### src/rtl/core/knts_pkg.sv
// ----------------------------------------------------------------------------
// knts_pkg
// Shared types and constants of the k-nearest-to-origin selector.
// ----------------------------------------------------------------------------
package knts_pkg;

  localparam int unsigned COORD_W = 16;
  localparam int unsigned DIST_W  = 32;
  localparam int unsigned KEEP_W  = 5;

  // Register map: byte address of keep_count.
  localparam logic [2:0] ADDR_KEEP_COUNT = 3'd0;

  typedef enum logic [2:0] {
    ST_IDLE,
    ST_DIST,
    ST_SCAN,
    ST_DECIDE,
    ST_POST,
    ST_RD,
    ST_LOAD,
    ST_PRESENT
  } knts_state_e;

  // One kept slot as stored in the RAM.
  typedef struct packed {
    logic [DIST_W-1:0]         dsq;
    logic signed [COORD_W-1:0] y;
    logic signed [COORD_W-1:0] x;
  } knts_entry_t;

  typedef struct packed {
    logic                      start;
    logic signed [COORD_W-1:0] x;
    logic signed [COORD_W-1:0] y;
  } knts_dist_req_t;

  typedef struct packed {
    logic              valid;
    logic [DIST_W-1:0] dsq;
  } knts_dist_rsp_t;

endpackage

### src/rtl/core/knts_ram.sv
// ----------------------------------------------------------------------------
// knts_ram
// Generic single-write, single-read RAM with registered read data.
// ----------------------------------------------------------------------------
module knts_ram #(
  parameter int unsigned WIDTH = 64,
  parameter int unsigned DEPTH = 16,
  localparam int unsigned AW   = (DEPTH > 1) ? $clog2(DEPTH) : 1
) (
  input  logic             clk_i,
  input  logic             we_i,
  input  logic [AW-1:0]    waddr_i,
  input  logic [WIDTH-1:0] wdata_i,
  input  logic             re_i,
  input  logic [AW-1:0]    raddr_i,
  output logic [WIDTH-1:0] rdata_o
);

  logic [WIDTH-1:0] mem_q [DEPTH];
  logic [WIDTH-1:0] rdata_q;

  always_ff @(posedge clk_i) begin
    if (we_i) begin
      mem_q[waddr_i] <= wdata_i;
    end
    if (re_i) begin
      rdata_q <= mem_q[raddr_i];
    end
  end

  assign rdata_o = rdata_q;

endmodule

### src/rtl/core/knts_dist.sv
// ----------------------------------------------------------------------------
// knts_dist
// Two-stage squared-distance unit: squares of the magnitudes, then the sum.
// ----------------------------------------------------------------------------
module knts_dist (
  input  logic                     clk_i,
  input  logic                     rst_ni,
  input  knts_pkg::knts_dist_req_t req_i,
  output knts_pkg::knts_dist_rsp_t rsp_o
);

  import knts_pkg::*;

  logic [COORD_W-1:0]   mag_x;
  logic [COORD_W-1:0]   mag_y;
  logic [2*COORD_W-1:0] sq_x_q;
  logic [2*COORD_W-1:0] sq_y_q;
  logic [DIST_W-1:0]    sum_q;
  logic                 sq_vld_q;
  logic                 sum_vld_q;

  // Magnitude of -32768 is 32768, which still fits 16 unsigned bits.
  assign mag_x = req_i.x[COORD_W-1] ? COORD_W'(-req_i.x) : COORD_W'(req_i.x);
  assign mag_y = req_i.y[COORD_W-1] ? COORD_W'(-req_i.y) : COORD_W'(req_i.y);

  always_ff @(posedge clk_i or negedge rst_ni) begin
    if (!rst_ni) begin
      sq_vld_q  <= 1'b0;
      sum_vld_q <= 1'b0;
    end else begin
      sq_vld_q  <= req_i.start;
      sum_vld_q <= sq_vld_q;
    end
  end

  always_ff @(posedge clk_i) begin
    if (req_i.start) begin
      sq_x_q <= mag_x * mag_x;
      sq_y_q <= mag_y * mag_y;
    end
    if (sq_vld_q) begin
      sum_q <= DIST_W'(sq_x_q + sq_y_q);
    end
  end

  assign rsp_o.valid = sum_vld_q;
  assign rsp_o.dsq   = sum_q;

endmodule

### src/rtl/core/knts_ctrl.sv
// ----------------------------------------------------------------------------
// knts_ctrl
// Sequencer: fills kept slots, scans for the farthest slot, replaces it with a
// nearer point, and emits the kept points through a registered output stage.
// ----------------------------------------------------------------------------
module knts_ctrl #(
  parameter int unsigned K_MAX = 16,
  localparam int unsigned CW   = $clog2(K_MAX + 1),
  localparam int unsigned AW   = (K_MAX > 1) ? $clog2(K_MAX) : 1
) (
  input  logic                     clk_i,
  input  logic                     rst_ni,
  input  logic [CW-1:0]            k_eff_i,
  // input stream
  input  logic                     s_axis_tvalid,
  output logic                     s_axis_tready,
  input  logic [31:0]              s_axis_tdata,   // [15:0] coord_x, [31:16] coord_y
  input  logic                     s_axis_tlast,   // final_point
  // output stream
  output logic                     m_axis_tvalid,
  input  logic                     m_axis_tready,
  output logic [63:0]              m_axis_tdata,   // [15:0] out_x, [31:16] out_y,
                                                   // [63:32] dist_sq
  output logic                     m_axis_tlast,   // end_of_run
  // distance unit
  output knts_pkg::knts_dist_req_t dist_req_o,
  input  knts_pkg::knts_dist_rsp_t dist_rsp_i,
  // kept-slot RAM
  output logic                     ram_we_o,
  output logic [AW-1:0]            ram_waddr_o,
  output knts_pkg::knts_entry_t    ram_wdata_o,
  output logic                     ram_re_o,
  output logic [AW-1:0]            ram_raddr_o,
  input  knts_pkg::knts_entry_t    ram_rdata_i
);

  import knts_pkg::*;

  knts_state_e state_q, state_d;

  logic [COORD_W-1:0] pt_x_q, pt_x_d;
  logic [COORD_W-1:0] pt_y_q, pt_y_d;
  logic               final_q, final_d;
  logic [DIST_W-1:0]  d_q, d_d;
  logic [CW-1:0]      k_q, k_d;
  logic [CW-1:0]      seen_q, seen_d;
  logic [CW-1:0]      n_q, n_d;
  logic [CW-1:0]      em_cnt_q, em_cnt_d;
  logic               sort_q, sort_d;
  logic [CW-1:0]      scan_addr_q, scan_addr_d;
  logic               rd_vld_q, rd_vld_d;
  logic [AW-1:0]      rd_idx_q, rd_idx_d;
  logic               have_q, have_d;
  knts_entry_t        best_q, best_d;
  logic [AW-1:0]      best_idx_q, best_idx_d;
  logic [K_MAX-1:0]   done_q, done_d;
  logic               out_vld_q, out_vld_d;
  knts_entry_t        out_q, out_d;
  logic               out_last_q, out_last_d;

  logic               out_free;
  logic               take;
  logic               em_last;

  assign out_free = !out_vld_q || m_axis_tready;
  assign em_last  = (em_cnt_q + CW'(1)) == n_q;

  always_comb begin
    state_d     = state_q;
    pt_x_d      = pt_x_q;
    pt_y_d      = pt_y_q;
    final_d     = final_q;
    d_d         = d_q;
    k_d         = k_q;
    seen_d      = seen_q;
    n_d         = n_q;
    em_cnt_d    = em_cnt_q;
    sort_d      = sort_q;
    scan_addr_d = scan_addr_q;
    rd_vld_d    = 1'b0;
    rd_idx_d    = rd_idx_q;
    have_d      = have_q;
    best_d      = best_q;
    best_idx_d  = best_idx_q;
    done_d      = done_q;
    out_vld_d   = out_vld_q && !m_axis_tready;
    out_d       = out_q;
    out_last_d  = out_last_q;
    take        = 1'b0;

    s_axis_tready    = (state_q == ST_IDLE);
    dist_req_o.start = 1'b0;
    dist_req_o.x     = s_axis_tdata[15:0];
    dist_req_o.y     = s_axis_tdata[31:16];

    ram_we_o         = 1'b0;
    ram_waddr_o      = best_idx_q;
    ram_wdata_o.x    = pt_x_q;
    ram_wdata_o.y    = pt_y_q;
    ram_wdata_o.dsq  = d_q;
    ram_re_o         = 1'b0;
    ram_raddr_o      = em_cnt_q[AW-1:0];

    unique case (state_q)
      ST_IDLE: begin
        if (s_axis_tvalid) begin
          pt_x_d           = s_axis_tdata[15:0];
          pt_y_d           = s_axis_tdata[31:16];
          final_d          = s_axis_tlast;
          k_d              = k_eff_i;
          dist_req_o.start = 1'b1;
          state_d          = ST_DIST;
        end
      end

      ST_DIST: begin
        if (dist_rsp_i.valid) begin
          d_d = dist_rsp_i.dsq;
          if (seen_q < k_q && seen_q < CW'(K_MAX)) begin
            ram_we_o         = 1'b1;
            ram_waddr_o      = seen_q[AW-1:0];
            ram_wdata_o.dsq  = dist_rsp_i.dsq;
            seen_d           = seen_q + CW'(1);
            state_d          = ST_POST;
          end else begin
            sort_d      = 1'b0;
            scan_addr_d = '0;
            have_d      = 1'b0;
            state_d     = ST_SCAN;
          end
        end
      end

      ST_SCAN: begin
        // Issue one read a cycle; its data comes back in the next cycle.
        if (scan_addr_q < k_q) begin
          ram_re_o    = 1'b1;
          ram_raddr_o = scan_addr_q[AW-1:0];
          rd_vld_d    = 1'b1;
          rd_idx_d    = scan_addr_q[AW-1:0];
          scan_addr_d = scan_addr_q + CW'(1);
        end
        if (rd_vld_q) begin
          // Strict compare keeps the lowest slot among equal distances.
          take = !(sort_q && done_q[rd_idx_q]) &&
                 (!have_q || ram_rdata_i.dsq > best_q.dsq);
          if (take) begin
            best_d     = ram_rdata_i;
            best_idx_d = rd_idx_q;
            have_d     = 1'b1;
          end
          if (CW'(rd_idx_q) == k_q - CW'(1)) begin
            state_d = sort_q ? ST_PRESENT : ST_DECIDE;
          end
        end
      end

      ST_DECIDE: begin
        if (d_q < best_q.dsq) begin
          ram_we_o    = 1'b1;
          ram_waddr_o = best_idx_q;
        end
        state_d = ST_POST;
      end

      ST_POST: begin
        em_cnt_d = '0;
        if (!final_q) begin
          state_d = ST_IDLE;
        end else if (seen_q < k_q) begin
          sort_d  = 1'b0;
          n_d     = seen_q;
          state_d = ST_RD;
        end else begin
          sort_d      = 1'b1;
          n_d         = k_q;
          scan_addr_d = '0;
          have_d      = 1'b0;
          state_d     = ST_SCAN;
        end
      end

      ST_RD: begin
        ram_re_o    = 1'b1;
        ram_raddr_o = em_cnt_q[AW-1:0];
        state_d     = ST_LOAD;
      end

      ST_LOAD: begin
        best_d  = ram_rdata_i;
        state_d = ST_PRESENT;
      end

      ST_PRESENT: begin
        // Hold the word until the output stage has room.
        if (out_free) begin
          out_vld_d  = 1'b1;
          out_d      = best_q;
          out_last_d = em_last;
          if (sort_q) begin
            done_d[best_idx_q] = 1'b1;
          end
          if (em_last) begin
            seen_d  = '0;
            done_d  = '0;
            state_d = ST_IDLE;
          end else begin
            em_cnt_d = em_cnt_q + CW'(1);
            if (sort_q) begin
              scan_addr_d = '0;
              have_d      = 1'b0;
              state_d     = ST_SCAN;
            end else begin
              state_d = ST_RD;
            end
          end
        end
      end

      default: begin
        state_d = ST_IDLE;
      end
    endcase
  end

  always_ff @(posedge clk_i or negedge rst_ni) begin
    if (!rst_ni) begin
      state_q   <= ST_IDLE;
      seen_q    <= '0;
      done_q    <= '0;
      out_vld_q <= 1'b0;
      rd_vld_q  <= 1'b0;
      sort_q    <= 1'b0;
      have_q    <= 1'b0;
    end else begin
      state_q   <= state_d;
      seen_q    <= seen_d;
      done_q    <= done_d;
      out_vld_q <= out_vld_d;
      rd_vld_q  <= rd_vld_d;
      sort_q    <= sort_d;
      have_q    <= have_d;
    end
  end

  always_ff @(posedge clk_i) begin
    pt_x_q      <= pt_x_d;
    pt_y_q      <= pt_y_d;
    final_q     <= final_d;
    d_q         <= d_d;
    k_q         <= k_d;
    n_q         <= n_d;
    em_cnt_q    <= em_cnt_d;
    scan_addr_q <= scan_addr_d;
    rd_idx_q    <= rd_idx_d;
    best_q      <= best_d;
    best_idx_q  <= best_idx_d;
    out_q       <= out_d;
    out_last_q  <= out_last_d;
  end

  assign m_axis_tvalid = out_vld_q;
  assign m_axis_tdata  = {out_q.dsq, out_q.y, out_q.x};
  assign m_axis_tlast  = out_last_q;

endmodule

### src/rtl/core/k_nearest_to_origin_select.sv
// ----------------------------------------------------------------------------
// k_nearest_to_origin_select
// Keeps the k points of a stream nearest the origin and emits them on the
// last point of each set.
// ----------------------------------------------------------------------------
// A point that fills a free slot is written straight to it; a point that
// competes for a slot waits for a one-read-a-cycle scan of the kept slot RAM.
// On the final point the words are emitted sorted farthest first, or in input
// order when fewer than k slots were filled.
// Reset clears the sequencer and the fill count and sets keep_count to 5;
// the slot RAM is not cleared.
module k_nearest_to_origin_select #(
  parameter int unsigned K_MAX = 16
) (
  input  logic        clk_i,
  input  logic        rst_ni,
  // configuration
  input  logic        psel,
  input  logic        penable,
  input  logic        pwrite,
  input  logic [2:0]  paddr,
  input  logic [31:0] pwdata,
  output logic [31:0] prdata,
  output logic        pready,
  // input stream
  input  logic        s_axis_tvalid,
  output logic        s_axis_tready,
  input  logic [31:0] s_axis_tdata,   // [15:0] coord_x, [31:16] coord_y
  input  logic        s_axis_tlast,   // final_point
  // output stream
  output logic        m_axis_tvalid,
  input  logic        m_axis_tready,
  output logic [63:0] m_axis_tdata,   // [15:0] out_x, [31:16] out_y, [63:32] dist_sq
  output logic        m_axis_tlast    // end_of_run
);

  import knts_pkg::*;

  localparam int unsigned CW = $clog2(K_MAX + 1);
  localparam int unsigned AW = (K_MAX > 1) ? $clog2(K_MAX) : 1;
  localparam int unsigned KW = (CW > KEEP_W) ? CW : KEEP_W;
  localparam int unsigned EW = $bits(knts_entry_t);

  logic [KEEP_W-1:0] keep_count_q;
  logic [KW-1:0]     keep_ext;
  logic [CW-1:0]     k_eff;

  knts_dist_req_t dist_req;
  knts_dist_rsp_t dist_rsp;

  logic          ram_we;
  logic [AW-1:0] ram_waddr;
  knts_entry_t   ram_wdata;
  logic          ram_re;
  logic [AW-1:0] ram_raddr;
  logic [EW-1:0] ram_rdata_raw;
  knts_entry_t   ram_rdata;

  assign pready = 1'b1;
  assign prdata = (paddr == ADDR_KEEP_COUNT) ? 32'(keep_count_q) : '0;

  always_ff @(posedge clk_i or negedge rst_ni) begin
    if (!rst_ni) begin
      keep_count_q <= KEEP_W'(5);
    end else if (psel && penable && pwrite && pready && paddr == ADDR_KEEP_COUNT) begin
      keep_count_q <= pwdata[KEEP_W-1:0];
    end
  end

  // Clamp k to 1..K_MAX.
  assign keep_ext = KW'(keep_count_q);
  always_comb begin
    if (keep_ext == '0) begin
      k_eff = CW'(1);
    end else if (keep_ext > KW'(K_MAX)) begin
      k_eff = CW'(K_MAX);
    end else begin
      k_eff = keep_ext[CW-1:0];
    end
  end

  knts_dist u_dist (
    .clk_i  (clk_i),
    .rst_ni (rst_ni),
    .req_i  (dist_req),
    .rsp_o  (dist_rsp)
  );

  knts_ram #(
    .WIDTH (EW),
    .DEPTH (K_MAX)
  ) u_ram (
    .clk_i   (clk_i),
    .we_i    (ram_we),
    .waddr_i (ram_waddr),
    .wdata_i (ram_wdata),
    .re_i    (ram_re),
    .raddr_i (ram_raddr),
    .rdata_o (ram_rdata_raw)
  );

  assign ram_rdata = ram_rdata_raw;

  knts_ctrl #(
    .K_MAX (K_MAX)
  ) u_ctrl (
    .clk_i         (clk_i),
    .rst_ni        (rst_ni),
    .k_eff_i       (k_eff),
    .s_axis_tvalid (s_axis_tvalid),
    .s_axis_tready (s_axis_tready),
    .s_axis_tdata  (s_axis_tdata),
    .s_axis_tlast  (s_axis_tlast),
    .m_axis_tvalid (m_axis_tvalid),
    .m_axis_tready (m_axis_tready),
    .m_axis_tdata  (m_axis_tdata),
    .m_axis_tlast  (m_axis_tlast),
    .dist_req_o    (dist_req),
    .dist_rsp_i    (dist_rsp),
    .ram_we_o      (ram_we),
    .ram_waddr_o   (ram_waddr),
    .ram_wdata_o   (ram_wdata),
    .ram_re_o      (ram_re),
    .ram_raddr_o   (ram_raddr),
    .ram_rdata_i   (ram_rdata)
  );

endmodule
### config.mk
export PLATFORM = sky130hd
export DESIGN_NAME = k_nearest_to_origin_select
export DESIGN_NICKNAME = d
export VERILOG_FILES = /design/src/rtl/core/knts_pkg.sv /design/src/rtl/core/knts_ram.sv /design/src/rtl/core/knts_dist.sv /design/src/rtl/core/knts_ctrl.sv /design/src/rtl/core/k_nearest_to_origin_select.sv
export SDC_FILE = /design/constraint.sdc
export NUM_CORES = 2
export LEC_CHECK = 0
export BUFFER_PORTS_ARGS = -buffer_cell sky130_fd_sc_hd__buf_4
export CAP_MARGIN = 20
export CORE_MARGIN = 2
export CORE_UTILIZATION = 50
export DETAILED_ROUTE_END_ITERATION = 16
export HOLD_SLACK_MARGIN = 0.1
export PLACE_DENSITY_LB_ADDON = 0.1
export SETUP_SLACK_MARGIN = 0.05
export SYNTH_ARGS = -nofsm -noshare
export SYNTH_HDL_FRONTEND = slang
export SYNTH_SLANG_ARGS = --single-unit
### constraint.sdc
create_clock -name clk_i -period 23.8 [get_ports clk_i]
set_input_delay 1.19 -clock clk_i [delete_from_list [all_inputs] [get_ports clk_i]]
set_output_delay 1.19 -clock clk_i [all_outputs]
set_load 0.01 [all_outputs]
==> results_tabular.tex <==
\begin{tabular}{lr}
\hline
Metric & Value \\
\hline
\multicolumn{2}{l}{\textbf{Routing}} \\
\quad Per-cell routed wire length & 24.8 µm \\
\quad Detail Route Antenna Nets & 0 \\
\quad Via density per instance & 5.64 \\
\quad Detailed Route WL & 172000 µm \\
\quad Starting DRT DRC Count & 3067 \\
\quad \# DRC & 0 \\
\quad Pre-antenna DRT Iters & 5 \\
\quad Via count & 39100 \\
\multicolumn{2}{l}{\textbf{Critical path}} \\
\quad Slowest stage cell on the critical path & sky130\_fd\_sc\_hd\_\_o311ai\_0 \\
\quad Worst Setup End Kind & flop \\
\quad Combined buffer and inverter count along the critical path & 6 \\
\quad Most used cell along the critical path & sky130\_fd\_sc\_hd\_\_fa\_1 \\
\quad Kind of start point of the critical path & input port \\
\quad Stage delay of the slowest cell on the critical path & 0.75 ns \\
\quad Cell type group with the largest total delay on the critical path & adder cells \\
\quad Worst Setup Path Type & in -> reg \\
\quad Worst-path maximum fanout & 12 \\
\quad Depth of the most critical reg-to-reg path & 10 \\
\quad Data required time of the worst path & approximately 24 ns \\
\quad Depth of the critical timing path with buffers and inverters included & 27 \\
\quad Arrival @ worst endpoint & 9.64 ns \\
\multicolumn{2}{l}{\textbf{Placement}} \\
\quad Placement Setup Slack & 13.81 ns \\
\quad Placed cell areas & roughly 74000 µm² \\
\quad Weighted congestion reported at the end of routability-driven placement & 0.837 \\
\quad HPWL after DPL & $\sim$110000 µm \\
\quad PortBufs & 119 \\
\multicolumn{2}{l}{\textbf{Global routing}} \\
\quad Number of antenna violations at the first check in global routing & 9 \\
\quad Largest net degree at the start of global routing & $\sim$140 \\
\quad Wire length of the first global-routing pass & between 200000 and 300000 µm \\
\quad Number of global-route vias before repair & 39200 \\
\quad Global-route congestion overflow total & 0 \\
\quad Global-route usage over all layers & 0.243 \\
\multicolumn{2}{l}{\textbf{Yosys}} \\
\quad EDFF count, synth & 1402 \\
\quad Gate count of the mapped netlist & 4758 \\
\quad Warning count from the yosys run & 0 \\
\quad Cell type contributing the most total cell area after synthesis & sky130\_fd\_sc\_hd\_\_edfxtp\_1 \\
\quad Dominant cells by area after synthesis & sky130\_fd\_sc\_hd\_\_edfxtp\_1 (60\%), sky130\_fd\_sc\_hd\_\_fa\_1 (9.3\%), sky130\_fd\_sc\_hd\_\_mux2i\_1 (7.4\%) \\
\quad Number of synthesized register bits & around 1400 \\
\quad Post-synth ARST share & 0.0244 \\
\quad Post-Synthesis Mean Instance Area & 14.8 µm² \\
\quad Part of the Yosys area used for sequential elements & 0.611 \\
\quad Number of unique standard cell types used by synthesis & 78 \\
\quad Proportion of netlist area held by the largest area contributor & 0.598 \\
\quad Most common flop cell mapped by yosys & sky130\_fd\_sc\_hd\_\_edfxtp\_1 \\
\quad Cell area after synthesis & 70400 µm² \\
\multicolumn{2}{l}{\textbf{Timing}} \\
\quad Number of endpoints failing setup at the final stage & 0 \\
\quad Setup TNS & 0 ns \\
\quad Number of hold violations in the final report & 0 \\
\quad Relative slew slack & 0.214 \\
\quad RSZ-0062 raised after global routing & no \\
\quad Post-route minimum period & 9.14 ns \\
\quad PnR worst setup slack & around 15 ns \\
\quad Slew @ Worst Pin & $\sim$1.2 ns \\
\quad Slew Limit Fails & 0 \\
\quad Maximum operating frequency & between 100 and 150 MHz \\
\quad Final clock period utilization by the worst path & 0.384 \\
\quad Worst Clk Skew & 0.0257 ns \\
\multicolumn{2}{l}{\textbf{Clocking}} \\
\quad Clock Pin Slew Worst Setup and Hold Paths & 0.06 ns \\
\quad CTS root buf & sky130\_fd\_sc\_hd\_\_clkbuf\_16 \\
\quad Total clock sinks & approximately 1400 \\
\quad Worst skew pair latency & 0.77 ns \\
\quad Number of setup buffers added after CTS & 0 \\
\quad Number of buffers inserted for hold repair after clock tree synthesis & 0 \\
\quad TritonCTS clock tree & built \\
\quad Post-CTS sizing & 0 \\
\quad H-Tree Depth & 4 \\
\quad Number of buffers created by CTS & 141 \\
\quad Buffer depth of the longest clock path & 3 \\
\multicolumn{2}{l}{\textbf{Die}} \\
\quad Core Region & 140000 µm² \\
\quad Initial Util & 0.504 \\
\quad Die extent in y & 379 µm \\
\quad Num ports & 175 \\
\quad Width of the die & 379 µm \\
\quad \# rows & 137 \\
\quad Die area & 144000 µm² \\
\multicolumn{2}{l}{\textbf{Layout}} \\
\quad Fillers & roughly 11000 \\
\quad Number of nets in the finished design & 5662 \\
\quad Post-route cell area & 78100 µm² \\
\quad Area Growth Syn to Fin & 11.0\% \\
\quad Proportion of layout cells with a drive suffix above 1 & 0.0959 \\
\quad Number of inserted diodes & 0 \\
\multicolumn{2}{l}{\textbf{Hold path}} \\
\quad Hold/Removal Path Class & reg -> reg \\
\quad Hold Path Stages & 0 \\
\multicolumn{2}{l}{\textbf{Run}} \\
\quad Reported max-cap violation count & 0 \\
\multicolumn{2}{l}{\textbf{Status}} \\
\quad Result of the run & finished, final reports clean \\
\hline
\end{tabular}
## placed cells by master (no fill, tap or decap), types with 28 or more instances in the layout
master,synthesis,routed
sky130_fd_sc_hd__a21o_1,67,66
sky130_fd_sc_hd__a21oi_1,91,90
sky130_fd_sc_hd__buf_4,29,197
sky130_fd_sc_hd__clkbuf_1,74,31
sky130_fd_sc_hd__clkbuf_16,0,143
sky130_fd_sc_hd__clkinv_1,11,48
sky130_fd_sc_hd__conb_1,2,50
sky130_fd_sc_hd__dfrtp_1,33,33
sky130_fd_sc_hd__edfxtp_1,1402,1402
sky130_fd_sc_hd__fa_1,326,326
sky130_fd_sc_hd__ha_1,303,303
sky130_fd_sc_hd__inv_1,510,510
sky130_fd_sc_hd__mux2_2,43,42
sky130_fd_sc_hd__mux2i_1,517,517
sky130_fd_sc_hd__nand2_1,177,177
sky130_fd_sc_hd__nand3_1,28,28
sky130_fd_sc_hd__nor2_1,212,199
sky130_fd_sc_hd__o21a_1,34,34
sky130_fd_sc_hd__o21ai_0,57,56
sky130_fd_sc_hd__o22ai_1,261,259
sky130_fd_sc_hd__or4_1,72,72
sky130_fd_sc_hd__xnor2_1,92,92
sky130_fd_sc_hd__xor2_1,46,46
## logic make-up after synthesis
family / synth area share
adders and majority gates: 0.147
AOI/OAI and AO/OA: 0.0576
buffers and inverters: 0.0410
DFF: 0.611
muxes: 0.0820
xor gates and xnor gates: 0.0174
and+or+nand+nor: 0.0446
other: 0.000107
## stage by stage
| step | hold WS [ns] | cells | util |
|---|---|---|---|
| 4_1_cts | 0.362 | 6941 | 0.559 |
| 2_1_floorplan | 0.400 | 4806 | - |
| 5_1_grt | 0.393 | 6943 | 0.560 |
| 6_report | 0.372 | 6943 | 0.560 |
| 3_3_place_gp | 0.360 | 6688 | 0.529 |
| 3_5_place_dp | 0.360 | 6689 | 0.529 |
## registers in the layout (all words and copies together), names as in the netlist, 3 cells and up
name,cells
keep_count_q,5
u_ctrl.best_idx_q,4
u_ctrl.best_q,64
u_ctrl.d_q,32
u_ctrl.done_q,16
u_ctrl.em_cnt_q,5
u_ctrl.k_q,5
u_ctrl.m_axis_tdata,64
u_ctrl.n_q,5
u_ctrl.pt_x_q,15
u_ctrl.pt_y_q,15
u_ctrl.rd_idx_q,4
u_ctrl.scan_addr_q,5
u_ctrl.seen_q,5
u_ctrl.state_q,3
u_dist.sq_x_q,31
u_dist.sq_y_q,31
u_dist.sum_q,32
u_ram.mem_q,1024
u_ram.rdata_o,64
## cells in the mapped netlist, types with 12 or more instances
library cell and instances:
sky130_fd_sc_hd__ha_1 303, sky130_fd_sc_hd__edfxtp_1 1402, sky130_fd_sc_hd__a21o_1 67, sky130_fd_sc_hd__mux2i_1 517, sky130_fd_sc_hd__a211oi_1 12, sky130_fd_sc_hd__a31oi_1 14
sky130_fd_sc_hd__nand4_1 22, sky130_fd_sc_hd__mux2_2 43, sky130_fd_sc_hd__xor2_1 46, sky130_fd_sc_hd__o21ai_0 57, sky130_fd_sc_hd__fa_1 326, sky130_fd_sc_hd__and3_1 15
sky130_fd_sc_hd__buf_2 76, sky130_fd_sc_hd__dfrtp_1 33, sky130_fd_sc_hd__nand2_1 177, sky130_fd_sc_hd__o31ai_1 14, sky130_fd_sc_hd__clkbuf_1 74, sky130_fd_sc_hd__nor3_1 26
sky130_fd_sc_hd__a21oi_1 91, sky130_fd_sc_hd__nor2_1 212, sky130_fd_sc_hd__o21a_1 34, sky130_fd_sc_hd__or4_1 72, sky130_fd_sc_hd__o22ai_1 261, sky130_fd_sc_hd__nor2b_1 16
sky130_fd_sc_hd__inv_1 510, sky130_fd_sc_hd__nand2b_1 19, sky130_fd_sc_hd__nand3_1 28, sky130_fd_sc_hd__xnor2_1 92, sky130_fd_sc_hd__buf_1 12, sky130_fd_sc_hd__and2_1 14
sky130_fd_sc_hd__buf_4 29
## final timing paths
kind	from	end	slack, ns
setup reg to reg	u_ctrl.state_q[1]$_DFFE_PN0P_	u_ram.rdata_o[1]$_DFFE_PP_	17.89
max in group asynchronous	rst_ni	u_ctrl.done_q[11]$_DFFE_PN0P_	23.03
hold / removal	u_dist.sq_vld_q$_DFF_PN0_	u_dist.sum_vld_q$_DFF_PN0_	0.37
setup / recovery	s_axis_tdata[20]	u_dist.sq_y_q[31]$_DFFE_PP_	14.66
min in group asynchronous	rst_ni	u_ctrl.m_axis_tvalid$_DFF_PN0_	0.39
hold reg to reg	u_dist.sq_vld_q$_DFF_PN0_	u_dist.sum_vld_q$_DFF_PN0_	0.37
## area by class of cell
type / count / area, µm² / area share
clock buffers: 174 / 3690 / 0.0473
well taps: 1876 / 2350 / 0.0301
repair buffers: 200 / 1550 / 0.0198
inverters: 524 / 1970 / 0.0252
multi-input cells: 2654 / 24900 / 0.319
flip-flops and latches: 1437 / 43000 / 0.550
clock inverters: 78 / 604 / 0.00774
## routing by layer
layer,up-vias,wire length [µm],GRT usage
met5,-,17,0
met4,2,3850,0.0636
met1,20100,74800,0.335
li1,17800,-,-
met3,206,9240,0.0362
met2,1044,84500,0.404
## worst reg2reg max path, stage by stage (launching register included)
cell,delay [ns]
sky130_fd_sc_hd__dfrtp_1,0.67
sky130_fd_sc_hd__or3b_2,0.63
sky130_fd_sc_hd__nor3_1,0.18
sky130_fd_sc_hd__o211ai_1,0.13
sky130_fd_sc_hd__nand2_2,0.31
sky130_fd_sc_hd__mux2_8,0.80
sky130_fd_sc_hd__buf_4,0.90
sky130_fd_sc_hd__buf_12,0.77
sky130_fd_sc_hd__mux2i_1,0.48
sky130_fd_sc_hd__o22ai_1,0.12
sky130_fd_sc_hd__or4_1,0.64
Power is not shown: default switching activity piles up to over one toggle a cycle in this logic, so the estimate is an artifact.
